$ cat src/hdl/rpwm_pkg.sv
// Shared constants, types and a helper function for the ring prefetch window manager.
package rpwm_pkg;

	localparam int unsigned SPB_LOG2     = 7;
	localparam int unsigned BUF_BLOCKS   = 64;
	localparam int unsigned CACHE_BLOCKS = 16;

	localparam int unsigned IDX_W       = 16;
	localparam int unsigned BLK_W       = $clog2(BUF_BLOCKS + 2);
	localparam int unsigned BNUM_W      = 6;
	localparam int unsigned CNT_W       = 5;
	localparam int unsigned RDB_W       = IDX_W - SPB_LOG2;
	localparam int unsigned FLAG_WORDS  = (BUF_BLOCKS + 31) / 32;
	localparam int unsigned WSEL_W      = (FLAG_WORDS > 1) ? $clog2(FLAG_WORDS) : 1;
	localparam int unsigned BUF_SAMPLES = BUF_BLOCKS << SPB_LOG2;
	localparam int unsigned DATA_IN_W   = 32;
	localparam int unsigned DATA_OUT_W  = 104;

	typedef logic [BLK_W-1:0] blk_t;
	typedef logic [RDB_W-1:0] rdb_t;
	typedef logic [CNT_W-1:0] cnt_t;

	typedef enum logic {
		ACT_UPDATE = 1'b0,
		ACT_CLEAR  = 1'b1
	} action_t;

	typedef struct packed {
		blk_t                            head;
		blk_t                            tail;
		cnt_t                            count;
		logic [FLAG_WORDS-1:0][31:0]     flags;
		logic                            err;
	} win_state_t;

	typedef struct packed {
		logic              skipped;
		logic [IDX_W-1:0]  write_index_out;
		logic              remove_valid;
		logic [BNUM_W-1:0] remove_block;
		logic [31:0]       remove_flag_word;
		logic              add_valid;
		logic [BNUM_W-1:0] add_block;
		logic [31:0]       add_flag_word;
		cnt_t              fill_level;
		logic              error_now;
	} win_result_t;

	localparam blk_t EMPTY_BLK = BLK_W'(BUF_BLOCKS);

	localparam win_state_t IDLE_STATE = '{
		head:  EMPTY_BLK,
		tail:  EMPTY_BLK,
		count: '0,
		flags: '0,
		err:   1'b0
	};

	// Step to the following block of the ring, wrapping to block zero.
	function automatic blk_t next_blk(input blk_t b);
		blk_t n;
		n = b + blk_t'(1);
		return (n >= EMPTY_BLK) ? blk_t'(0) : n;
	endfunction

endpackage

$ cat src/hdl/ring_prefetch_window_manager_top.sv
// Top level of the ring prefetch window manager: stream ports, pipeline and state registers.
//
//  Channel  Direction  Handshake            Payload
//  s_*      in         s_tvalid/s_tready    tuser: action; tdata: write_index, read_index
//  m_*      out        m_tvalid/m_tready    tuser: skipped; tdata: window update result
//
// Every input beat yields exactly one output beat. A beat is captured in an input
// register, its tick is evaluated by the step logic while it waits there, and the
// result lands in the output register; one beat is taken per cycle while the output
// side keeps up. The window state updates as a beat moves from the input register
// to the output register. When the output register is full and not taken, a beat in
// the input register holds there and s_tready drops. Reset clears the window to
// empty (head and tail at the empty marker, no flags, no error).
module ring_prefetch_window_manager_top
	import rpwm_pkg::*;
(
	input  logic                  clk,
	input  logic                  arst_n,
	input  logic                  s_tvalid,
	output logic                  s_tready,
	input  logic [DATA_IN_W-1:0]  s_tdata,   // write_index[15:0], read_index[31:16]
	input  logic [0:0]            s_tuser,   // action[0]
	output logic                  m_tvalid,
	input  logic                  m_tready,
	output logic [DATA_OUT_W-1:0] m_tdata,   // write_index_out, remove_valid, remove_block,
	                                         // remove_flag_word, add_valid, add_block,
	                                         // add_flag_word, fill_level, error_now, zero pad
	output logic [0:0]            m_tuser    // skipped[0]
);

	logic             valid_s1;
	action_t          action_s1;
	logic [IDX_W-1:0] widx_s1;
	logic [IDX_W-1:0] ridx_s1;
	logic             advance;
	logic             s_accept;
	win_state_t       state_q;
	win_state_t       state_nxt;
	win_result_t      res_comb;
	win_result_t      res_q;
	logic             out_valid_q;

	// The input register moves on whenever the output register is free or being drained.
	assign advance  = valid_s1 && (!out_valid_q || m_tready);
	assign s_tready = !valid_s1 || advance;
	assign s_accept = s_tvalid && s_tready;

	always_ff @(posedge clk or negedge arst_n) begin
		if (!arst_n) begin
			valid_s1 <= 1'b0;
		end else if (s_accept) begin
			valid_s1 <= 1'b1;
		end else if (advance) begin
			valid_s1 <= 1'b0;
		end
	end

	always_ff @(posedge clk) begin
		if (s_accept) begin
			action_s1 <= action_t'(s_tuser[0]);
			widx_s1   <= s_tdata[IDX_W-1:0];
			ridx_s1   <= s_tdata[2*IDX_W-1:IDX_W];
		end
	end

	rpwm_step u_step (
		.cur         (state_q),
		.action      (action_s1),
		.write_index (widx_s1),
		.read_index  (ridx_s1),
		.nxt         (state_nxt),
		.res         (res_comb)
	);

	// Window state commits only when a beat leaves the input register.
	always_ff @(posedge clk or negedge arst_n) begin
		if (!arst_n) begin
			state_q <= IDLE_STATE;
		end else if (advance) begin
			state_q <= state_nxt;
		end
	end

	always_ff @(posedge clk or negedge arst_n) begin
		if (!arst_n) begin
			out_valid_q <= 1'b0;
		end else if (advance) begin
			out_valid_q <= 1'b1;
		end else if (m_tready) begin
			out_valid_q <= 1'b0;
		end
	end

	always_ff @(posedge clk) begin
		if (advance) begin
			res_q <= res_comb;
		end
	end

	assign m_tvalid = out_valid_q;
	assign m_tuser  = res_q.skipped;
	assign m_tdata  = {4'b0000,
	                   res_q.error_now,
	                   res_q.fill_level,
	                   res_q.add_flag_word,
	                   res_q.add_block,
	                   res_q.add_valid,
	                   res_q.remove_flag_word,
	                   res_q.remove_block,
	                   res_q.remove_valid,
	                   res_q.write_index_out};

endmodule

$ cat src/hdl/rpwm_step.sv
// Next-state and result logic for one tick of the prefetch window.
module rpwm_step
	import rpwm_pkg::*;
(
	input  win_state_t        cur,
	input  action_t           action,
	input  logic [IDX_W-1:0]  write_index,
	input  logic [IDX_W-1:0]  read_index,
	output win_state_t        nxt,
	output win_result_t       res
);

	rdb_t                  rd_blk;
	rdb_t                  wr_blk;
	blk_t                  hn;
	logic                  outside;
	logic [WSEL_W-1:0]     wsel;

	always_comb begin
		nxt     = cur;
		res     = '0;
		rd_blk  = read_index[IDX_W-1:SPB_LOG2];
		wr_blk  = write_index[IDX_W-1:SPB_LOG2];
		hn      = '0;
		outside = 1'b0;
		wsel    = '0;
		if (action == ACT_CLEAR) begin
			nxt = IDLE_STATE;
		end else if ({1'b0, write_index} >= (IDX_W + 1)'(BUF_SAMPLES)) begin
			res.skipped = 1'b1;
		end else begin
			res.write_index_out = write_index;
			// Retire the tail once the reader has moved past it.
			if (rd_blk != RDB_W'(cur.tail) && cur.count != '0) begin
				if (cur.tail < EMPTY_BLK) begin
					wsel = cur.tail[5 +: WSEL_W];
					nxt.flags[wsel][cur.tail[4:0]] = 1'b0;
					nxt.count = cur.count - cnt_t'(1);
					res.remove_valid     = 1'b1;
					res.remove_block     = cur.tail[BNUM_W-1:0];
					res.remove_flag_word = nxt.flags[wsel];
				end
				nxt.tail = next_blk(cur.tail);
			end
			if (nxt.count < cnt_t'(CACHE_BLOCKS)) begin
				hn = next_blk(cur.head);
				if (RDB_W'(hn) != wr_blk) begin
					wsel = hn[5 +: WSEL_W];
					nxt.flags[wsel][hn[4:0]] = 1'b1;
					nxt.count = nxt.count + cnt_t'(1);
					nxt.head  = hn;
					res.add_valid     = 1'b1;
					res.add_block     = hn[BNUM_W-1:0];
					res.add_flag_word = nxt.flags[wsel];
				end
				if (!cur.err && rd_blk < RDB_W'(BUF_BLOCKS) && nxt.tail < EMPTY_BLK &&
				    nxt.head < EMPTY_BLK) begin
					if (nxt.head >= nxt.tail)
						outside = (rd_blk < RDB_W'(nxt.tail)) || (rd_blk > RDB_W'(nxt.head));
					else
						outside = (rd_blk < RDB_W'(nxt.tail)) && (rd_blk > RDB_W'(nxt.head));
					if (outside) begin
						nxt.err       = 1'b1;
						res.error_now = 1'b1;
					end
				end
			end
			res.fill_level = nxt.count;
		end
	end

endmodule
$ cat config.mk
export PLATFORM = sky130hd
export DESIGN_NAME = ring_prefetch_window_manager_top
export DESIGN_NICKNAME = d
export VERILOG_FILES = /design/src/hdl/rpwm_pkg.sv /design/src/hdl/ring_prefetch_window_manager_top.sv /design/src/hdl/rpwm_step.sv
export SDC_FILE = /design/constraint.sdc
export NUM_CORES = 1
export LEC_CHECK = 0
export ABC_AREA = 1
export ABC_CLOCK_PERIOD_IN_PS = 4300
export BUFFER_PORTS_ARGS = -buffer_cell sky130_fd_sc_hd__buf_2
export CAP_MARGIN = 10
export CORE_ASPECT_RATIO = 1.25
export CORE_MARGIN = 1.5
export CORE_UTILIZATION = 61
export CTS_BUF_LIST = sky130_fd_sc_hd__clkbuf_4 sky130_fd_sc_hd__clkbuf_8
export CTS_CLUSTER_SIZE = 12
export DETAILED_ROUTE_END_ITERATION = 10
export PLACE_DENSITY = 0.83
export SLEW_MARGIN = 20
export SYNTH_ARGS = -nofsm -noshare
export SYNTH_HDL_FRONTEND = slang
export SYNTH_SLANG_ARGS = --single-unit
export TNS_END_PERCENT = 5
$ cat constraint.sdc
create_clock -name clk -period 4.3 [get_ports clk]
set_input_delay 0.86 -clock clk [delete_from_list [all_inputs] [get_ports clk]]
set_output_delay 0.86 -clock clk [all_outputs]
set_load 0.05 [all_outputs]
==> impl_metrics.toml, run 1 <==
[clock_network]
cts_max_path_buffers = 3
htreeDepth = 2
clkTransAtPathRegs_ns = 0.06
clock-sinks = 213
ctsRootBufferMaster = "clkbuf_8"
cts_tree = "done"
cts_setup_buffers = 0
clk_latency_ns = 0.53
cts.repair.resized = 0
hold_buffers = 0
cts_made_buffers = 34

[grt]
grt_pass1_vias = 9705
grt_first_pass_wirelength_um = 47000
grt_overflow = 0
antenna_found_initial = 0
grt_start_max_net_pins = 66
groute.usage.overall_pct = 30.0

[yosys]
syn-instance-count = 1392
yosysSeqAreaShare_pct = 51.3
synth.area.top_cells = "edfxtp_1 33%, dfrtp_1 18%, nand2_1 9.6%"
async_reset_ff_share_pct = 40.4
ys_ff_latch = 213
synthTopCellsByCount = "299 x nand2_1, 179 x nor2_1, 173 x inv_1"
synth_warnings = 0
synthDistinctLibCells = 47
avgSynthCellArea_um2 = 8.36
synthFlopType = "edfxtp_1"
synth_area_um2 = 11600
synth_top_area_share_pct = 32.8
yosys.area.top_type = "edfxtp_1"
synth-edff-count = 127
yosysMostFrequentCell = "nand2_1"

[placement]
finalWeightedCongestion = 0.928
port_buffers = 132
numPlacedInstances = 1714
dp_hpwl_um = 19400

[drt]
drtIter0Drc = 1110
via_count = 10300
drtPass1Iterations = 7
ant_nets = 0
wl_per_cell_um = 16.8
drcViolationCount = 0
drt-total-wl_um = 29800
viasPerCell = 5.81

[sta]
fin_crit_ns = 3.97
max_slew_margin_pct = 38.2
period_share_pct = 92.2
slew_violations = 0
fmax_mhz = 252
rsz0062_at_grt = "no"
hold_viol = 0
tightestPinTransition_ns = 0.927
worst_hold_slack_ns = 0.457
tns_ns = 0
skew_ns = 0.0251
setup_viol = 0

[worst_setup_path]
crit_fanout = 50
ff2ff_setup_slack_ns = 0.33
r2r-end = "m_tdata[99]$_SDFFCE_PP0P_"
path_class = "reg2reg"
cp-end-kind = "flip-flop"
r2r_start = "state_q[77]$_DFFE_PN0P_"
crit_required_ns = 4.63
reg2reg_depth = 17
cp.arrival_ns = 4.30
cp-start-kind = "flip-flop"

[power]
p_total_mw = 5.44
leakagePower_nw = 5.58
ir_worst_vdd_v = 0.000418
p_per_area_nw_per_um2 = 416

[floorplan]
design.core.area_um2 = 18700
start_util_pct = 62.2
die_height_um = 157
dieArea_um2 = 19900
die_width_um = 127
ioPinCount = 144
num_rows = 56

[cells_and_area]
nets = 1582
diodes = 0
drive_above_1_share_pct = 17.7
fin_cells = 1775
area_growth_pct = 12.3

[status]
status = "finished, final reports clean"

[min_path]
hold_class = "in2async"

[flow_run]
maxCapViolations = 0
[per-layer routing]
metal	up-vias	part of all wire, %	global-route usage [%]
li1	4862	-	-
met1	4712	38	36.3
met2	611	48	50.6
met3	126	9.0	5.78
met4	0	4.8	16.9
met5	-	0	0
[sequential cells by signal, indices dropped and copies added (netlist names)]
name,cells
state_q,84
m_tuser,1
widx_s1,16
valid_s1,1
m_tvalid,1
action_s1,1
ridx_s1,9
m_tdata,100
[worst max-delay path: stages, from the launching register on]
cell	delay, ns
dfrtp_1	0.42
ha_1	0.31
nand3_2	0.14
o21ai_1	0.17
nand2_2	0.14
nand2_2	0.10
buf_4	0.47
inv_1	0.14
nand2_2	0.14
inv_2	0.05
a21oi_1	0.31
inv_1	0.10
ha_1	0.31
nand2_1	0.07
o21ai_0	0.17
a211oi_1	0.09
or2_2	0.32
a211oi_1	0.28
[where the power goes]
group | switching, mW | internal [mW]
Clock | 0.781 | 0.940
Combinational | 1.01 | 0.293
Sequential | 0.0626 | 2.35
[cells by family after synthesis]
logic type / synth area share, %
buffers and inverters: 9.03
AO/OA/AOI/OAI: 12.9
XOR/XNOR: 0.451
AND/OR/NAND/NOR: 23.4
adder cells (fa/ha/maj): 2.90
other: 0.0322
flip-flops: 51.3
[how the worst max path moves through the flow]
stage | startpoint | to | slack [ns]
after CTS | state_q[77]$_DFFE_PN0P_ | m_tdata[99]$_SDFFCE_PP0P_ | 0.35
after floorplan | m_tready | m_tdata[0]$_SDFFCE_PP0P_ | 0.74
after global routing | state_q[77]$_DFFE_PN0P_ | m_tdata[99]$_SDFFCE_PP0P_ | 0.005
after global placement | state_q[77]$_DFFE_PN0P_ | m_tdata[99]$_SDFFCE_PP0P_ | 0.54
final | state_q[77]$_DFFE_PN0P_ | m_tdata[99]$_SDFFCE_PP0P_ | 0.33
after detailed placement | state_q[77]$_DFFE_PN0P_ | m_tdata[99]$_SDFFCE_PP0P_ | 0.41
[area by class of cell]
class	instances	area (um2)
repair buffers	147	788
multi-input cells	935	4650
fillers	1483	5630
inverters	187	704
well taps	232	290
clock buffers	52	634
clock inverters	9	40.0
flip-flops and latches	213	5970
[stage by stage]
step                area (um2)  util, %  worst slack (ns)
floorplan                11700        -             0.736
global placement         12400     66.3             0.542
detailed placement       12400     66.3             0.414
CTS                      13100     69.9             0.355
global route             13100     69.9           0.00454
finish                   13100     69.9             0.334
[cell usage in the layout, fill, tap and decap left out, types with 6 or more instances in the layout]
cell type	synthesis	final
conb_1	1	7
a21oi_1	73	73
nand4_1	6	6
nand3_1	90	90
clkbuf_4	0	13
o22ai_2	10	10
nor3_1	37	37
nand2_1	299	299
o21ai_0	65	65
dfrtp_1	84	83
o22ai_1	18	18
buf_4	6	15
clkinv_1	2	8
o21ai_1	32	32
edfxtp_1	127	127
inv_1	173	172
a31oi_1	15	15
clkbuf_8	0	39
o21ai_2	14	14
o211ai_1	16	16
nand2_2	10	10
inv_2	12	12
nor2_2	5	6
nor2_1	179	178
nand3_2	6	6
buf_2	16	131
ha_1	27	27
Power figures use the tool's default switching activity.
==> inputs of run 2 (changes only) <==
--- a/config.mk
+++ b/config.mk
@@ -5,17 +5,16 @@
 export SDC_FILE = /design/constraint.sdc
 export NUM_CORES = 1
 export LEC_CHECK = 0
-export ABC_AREA = 1
 export ABC_CLOCK_PERIOD_IN_PS = 4300
 export BUFFER_PORTS_ARGS = -buffer_cell sky130_fd_sc_hd__buf_2
 export CAP_MARGIN = 10
 export CORE_ASPECT_RATIO = 1.25
 export CORE_MARGIN = 1.5
-export CORE_UTILIZATION = 61
+export CORE_UTILIZATION = 60
 export CTS_BUF_LIST = sky130_fd_sc_hd__clkbuf_4 sky130_fd_sc_hd__clkbuf_8
 export CTS_CLUSTER_SIZE = 12
 export DETAILED_ROUTE_END_ITERATION = 10
-export PLACE_DENSITY = 0.83
+export PLACE_DENSITY = 0.82
 export SLEW_MARGIN = 20
 export SYNTH_ARGS = -nofsm -noshare
 export SYNTH_HDL_FRONTEND = slang
==> impl_metrics.toml, run 2 <==
[placement]
pre_cts_ws_ns = 0.0322
place_area_um2 = 11900
port_buffers = 132
numPlacedInstances = 1405
finalWeightedCongestion = 0.887
dp_hpwl_um = 18500

[worst_setup_path]
cp-end-kind = "flip-flop"
reg2reg_depth = 17
slowest_stage = "or4_4"
crit_path_frequent_cell = "ha_1"
r2r_start = "state_q[77]$_DFFE_PN0P_"
ff2ff_setup_slack_ns = 0.21
cp.arrival_ns = 4.48
path_class = "reg2reg"
path_cells = "ha_1 > buf_4 > and2_0 > a31oi_2 > o32ai_4 > xor2_2 > or4_4 > nand3b_1 > a21boi_2 > ha_1 > nand3_1 > o21bai_1 > a21oi_1 > a211oi_1 > o21a_1 > maj3_2 > nor4_4"
cpLargestDelayFamily = "simple AND/OR/NAND/NOR gates"
crit_fanout = 11
critPathBufInv = 1
cp-start-kind = "flip-flop"
r2r-end = "m_tdata[99]$_SDFFCE_PP0P_"
crit_required_ns = 4.69
max_stage_delay_ns = 0.62

[clock_network]
clkTransAtPathRegs_ns = 0.06
cts_made_buffers = 31
hold_buffers = 0
cts_max_path_buffers = 3
clock-sinks = 213
ctsRootBufferMaster = "clkbuf_8"
clk_latency_ns = 0.58
htreeDepth = 1
cts_tree = "done"

[sta]
max_slew_margin_pct = 31.7
worst_slack_ns = 0.210
period_share_pct = 95.1
fmax_mhz = 245
rsz0062_at_grt = "no"
hold_viol = 0
tightestPinTransition_ns = 1.02
skew_ns = 0.0154
slew_violations = 0
setup_viol = 0
worst_hold_slack_ns = 0.382
tns_ns = 0
fin_crit_ns = 4.09

[status]
status = "finished, final reports clean"

[grt]
grt_use_met2_pct = 49.8
grt_start_max_net_pins = 76
groute.usage.overall_pct = 30.7
grt_use_met1_pct = 39.9
grt_overflow = 0
grt_pass1_vias = 8904
grt_first_pass_wirelength_um = 45500
busiest_layer = "met2"
grt_util_met3_pct = 5.45
antenna_found_initial = 0

[cells_and_area]
diodes = 0
fin_util_pct = 70.4
area_growth_pct = 15.6
nets = 1276
drive_above_1_share_pct = 21.0
fin_cells = 1465
finalInstanceArea_um2 = 12600
largest_reg_flops = 100
fill_cells = 1344
final_cell_mix = "145 x o21ai_0, 131 x buf_2, 127 x edfxtp_1, 113 x a21oi_1"
final_common_cell = "o21ai_0"

[yosys]
ys_ff_latch = 213
synthFlopType = "edfxtp_1"
synth_area_um2 = 10900
synth-edff-count = 127
yosysMostFrequentCell = "o21ai_0"
synth.area.top_cells = "edfxtp_1 35%, dfrtp_1 19%, o21ai_0 6.7%"
synthDistinctLibCells = 69
avgSynthCellArea_um2 = 10.2
synth_top_area_share_pct = 34.9
synth_warnings = 0
synthTopCellsByCount = "147 x o21ai_0, 127 x edfxtp_1, 113 x a21oi_1"
yosysSeqAreaShare_pct = 54.5
async_reset_ff_share_pct = 40.4
syn-instance-count = 1078
yosys.area.top_type = "edfxtp_1"

[drt]
via_count = 9231
drcViolationCount = 0
drtIter0Drc = 1151
drtPass1Iterations = 8
drt-total-wl_um = 28800
viasPerCell = 6.30
ant_nets = 0
wl_per_cell_um = 19.6

[power]
ir_worst_vdd_v = 0.000305
leakagePower_nw = 5.06
p_per_area_nw_per_um2 = 347
p_total_mw = 4.40

[floorplan]
ioPinCount = 144
num_rows = 55
start_util_pct = 60.9
dieArea_um2 = 19100
die_height_um = 154
die_width_um = 124
design.core.area_um2 = 18000

[min_path]
hold_class = "in2async"

[flow_run]
maxCapViolations = 0
-- run 2: changes by cell type after synthesis, sizes merged, moves of 25 or more --
| cell | delta |
|---|---|
| a21oi | +39 |
| a221o | +25 |
| inv | -135 |
| mux2i | +44 |
| nand2 | -243 |
| nand3 | -75 |
| nor2 | -100 |
| o21ai | +41 |
| o22ai | -27 |
-- run 2: layout make-up --
type | count | area [um2] | share of cell area (%)
inverter | 50 | 188 | 1.48
clock inverter | 20 | 111 | 0.880
tap | 228 | 285 | 2.26
multi-input combinational | 743 | 4630 | 36.6
sequential | 213 | 5970 | 47.2
clock buffer | 38 | 479 | 3.79
timing repair buffer | 173 | 983 | 7.77
-- run 2: repair_timing --
action                     4_1_cts  5_1_grt
pin swaps                        0        4
setup buffers                    0        1
gates resized for setup          1       20
setup endpoints to repair        2        2
cloned                           0        1
-- run 2: worst reg2reg max path, delay by kind of cell (launching register included) --
kind	cells	cell delay [ns]
and+or+nand+nor	5	1.35
AOI/OAI and AO/OA	7	1.09
adders and majority gates	3	0.73
DFF	1	0.39
buffers and inverters	1	0.19
xor gates and xnor gates	1	0.19
-- run 2: how the worst max path moves through the flow --
stage	start	to	slack, ns	cells past startpoint
6_report	state_q[77]$_DFFE_PN0P_	m_tdata[99]$_SDFFCE_PP0P_	0.21	17
3_5_place_dp	state_q[77]$_DFFE_PN0P_	m_tdata[99]$_SDFFCE_PP0P_	0.03	17
4_1_cts	state_q[77]$_DFFE_PN0P_	m_tdata[99]$_SDFFCE_PP0P_	-0.02	17
2_1_floorplan	state_q[78]$_DFFE_PN0P_	state_q[0]$_DFFE_PN0P_	0.28	18
5_1_grt	state_q[77]$_DFFE_PN0P_	m_tdata[99]$_SDFFCE_PP0P_	0.003	17
3_3_place_gp	state_q[77]$_DFFE_PN0P_	m_tdata[99]$_SDFFCE_PP0P_	0.18	17
-- run 2: kinds of logic after synthesis --
logic type,share of synthesized area [%]
XOR/XNOR,1.75
multiplexers,4.13
other,0.0343
adder cells (fa/ha/maj),3.18
AND/OR/NAND/NOR,13.3
AO/OA/AOI/OAI,18.1
buffers and inverters,4.96
flip-flops,54.5
-- run 2: metal layers --
layer | wire, um | share of wire (%)
met1 | 10800 | 38
met2 | 13700 | 48
met3 | 2820 | 9.8
met4 | 1370 | 4.7
met5 | 0 | 0
-- run 2: where the power goes --
| part | internal [mW] | total [mW] | switching [mW] |
|---|---|---|---|
| clock | 0.792 | 1.56 | 0.767 |
| sequential | 2.27 | 2.30 | 0.0349 |
| combinational | 0.118 | 0.535 | 0.417 |
| total | 3.18 | 4.40 | 1.22 |
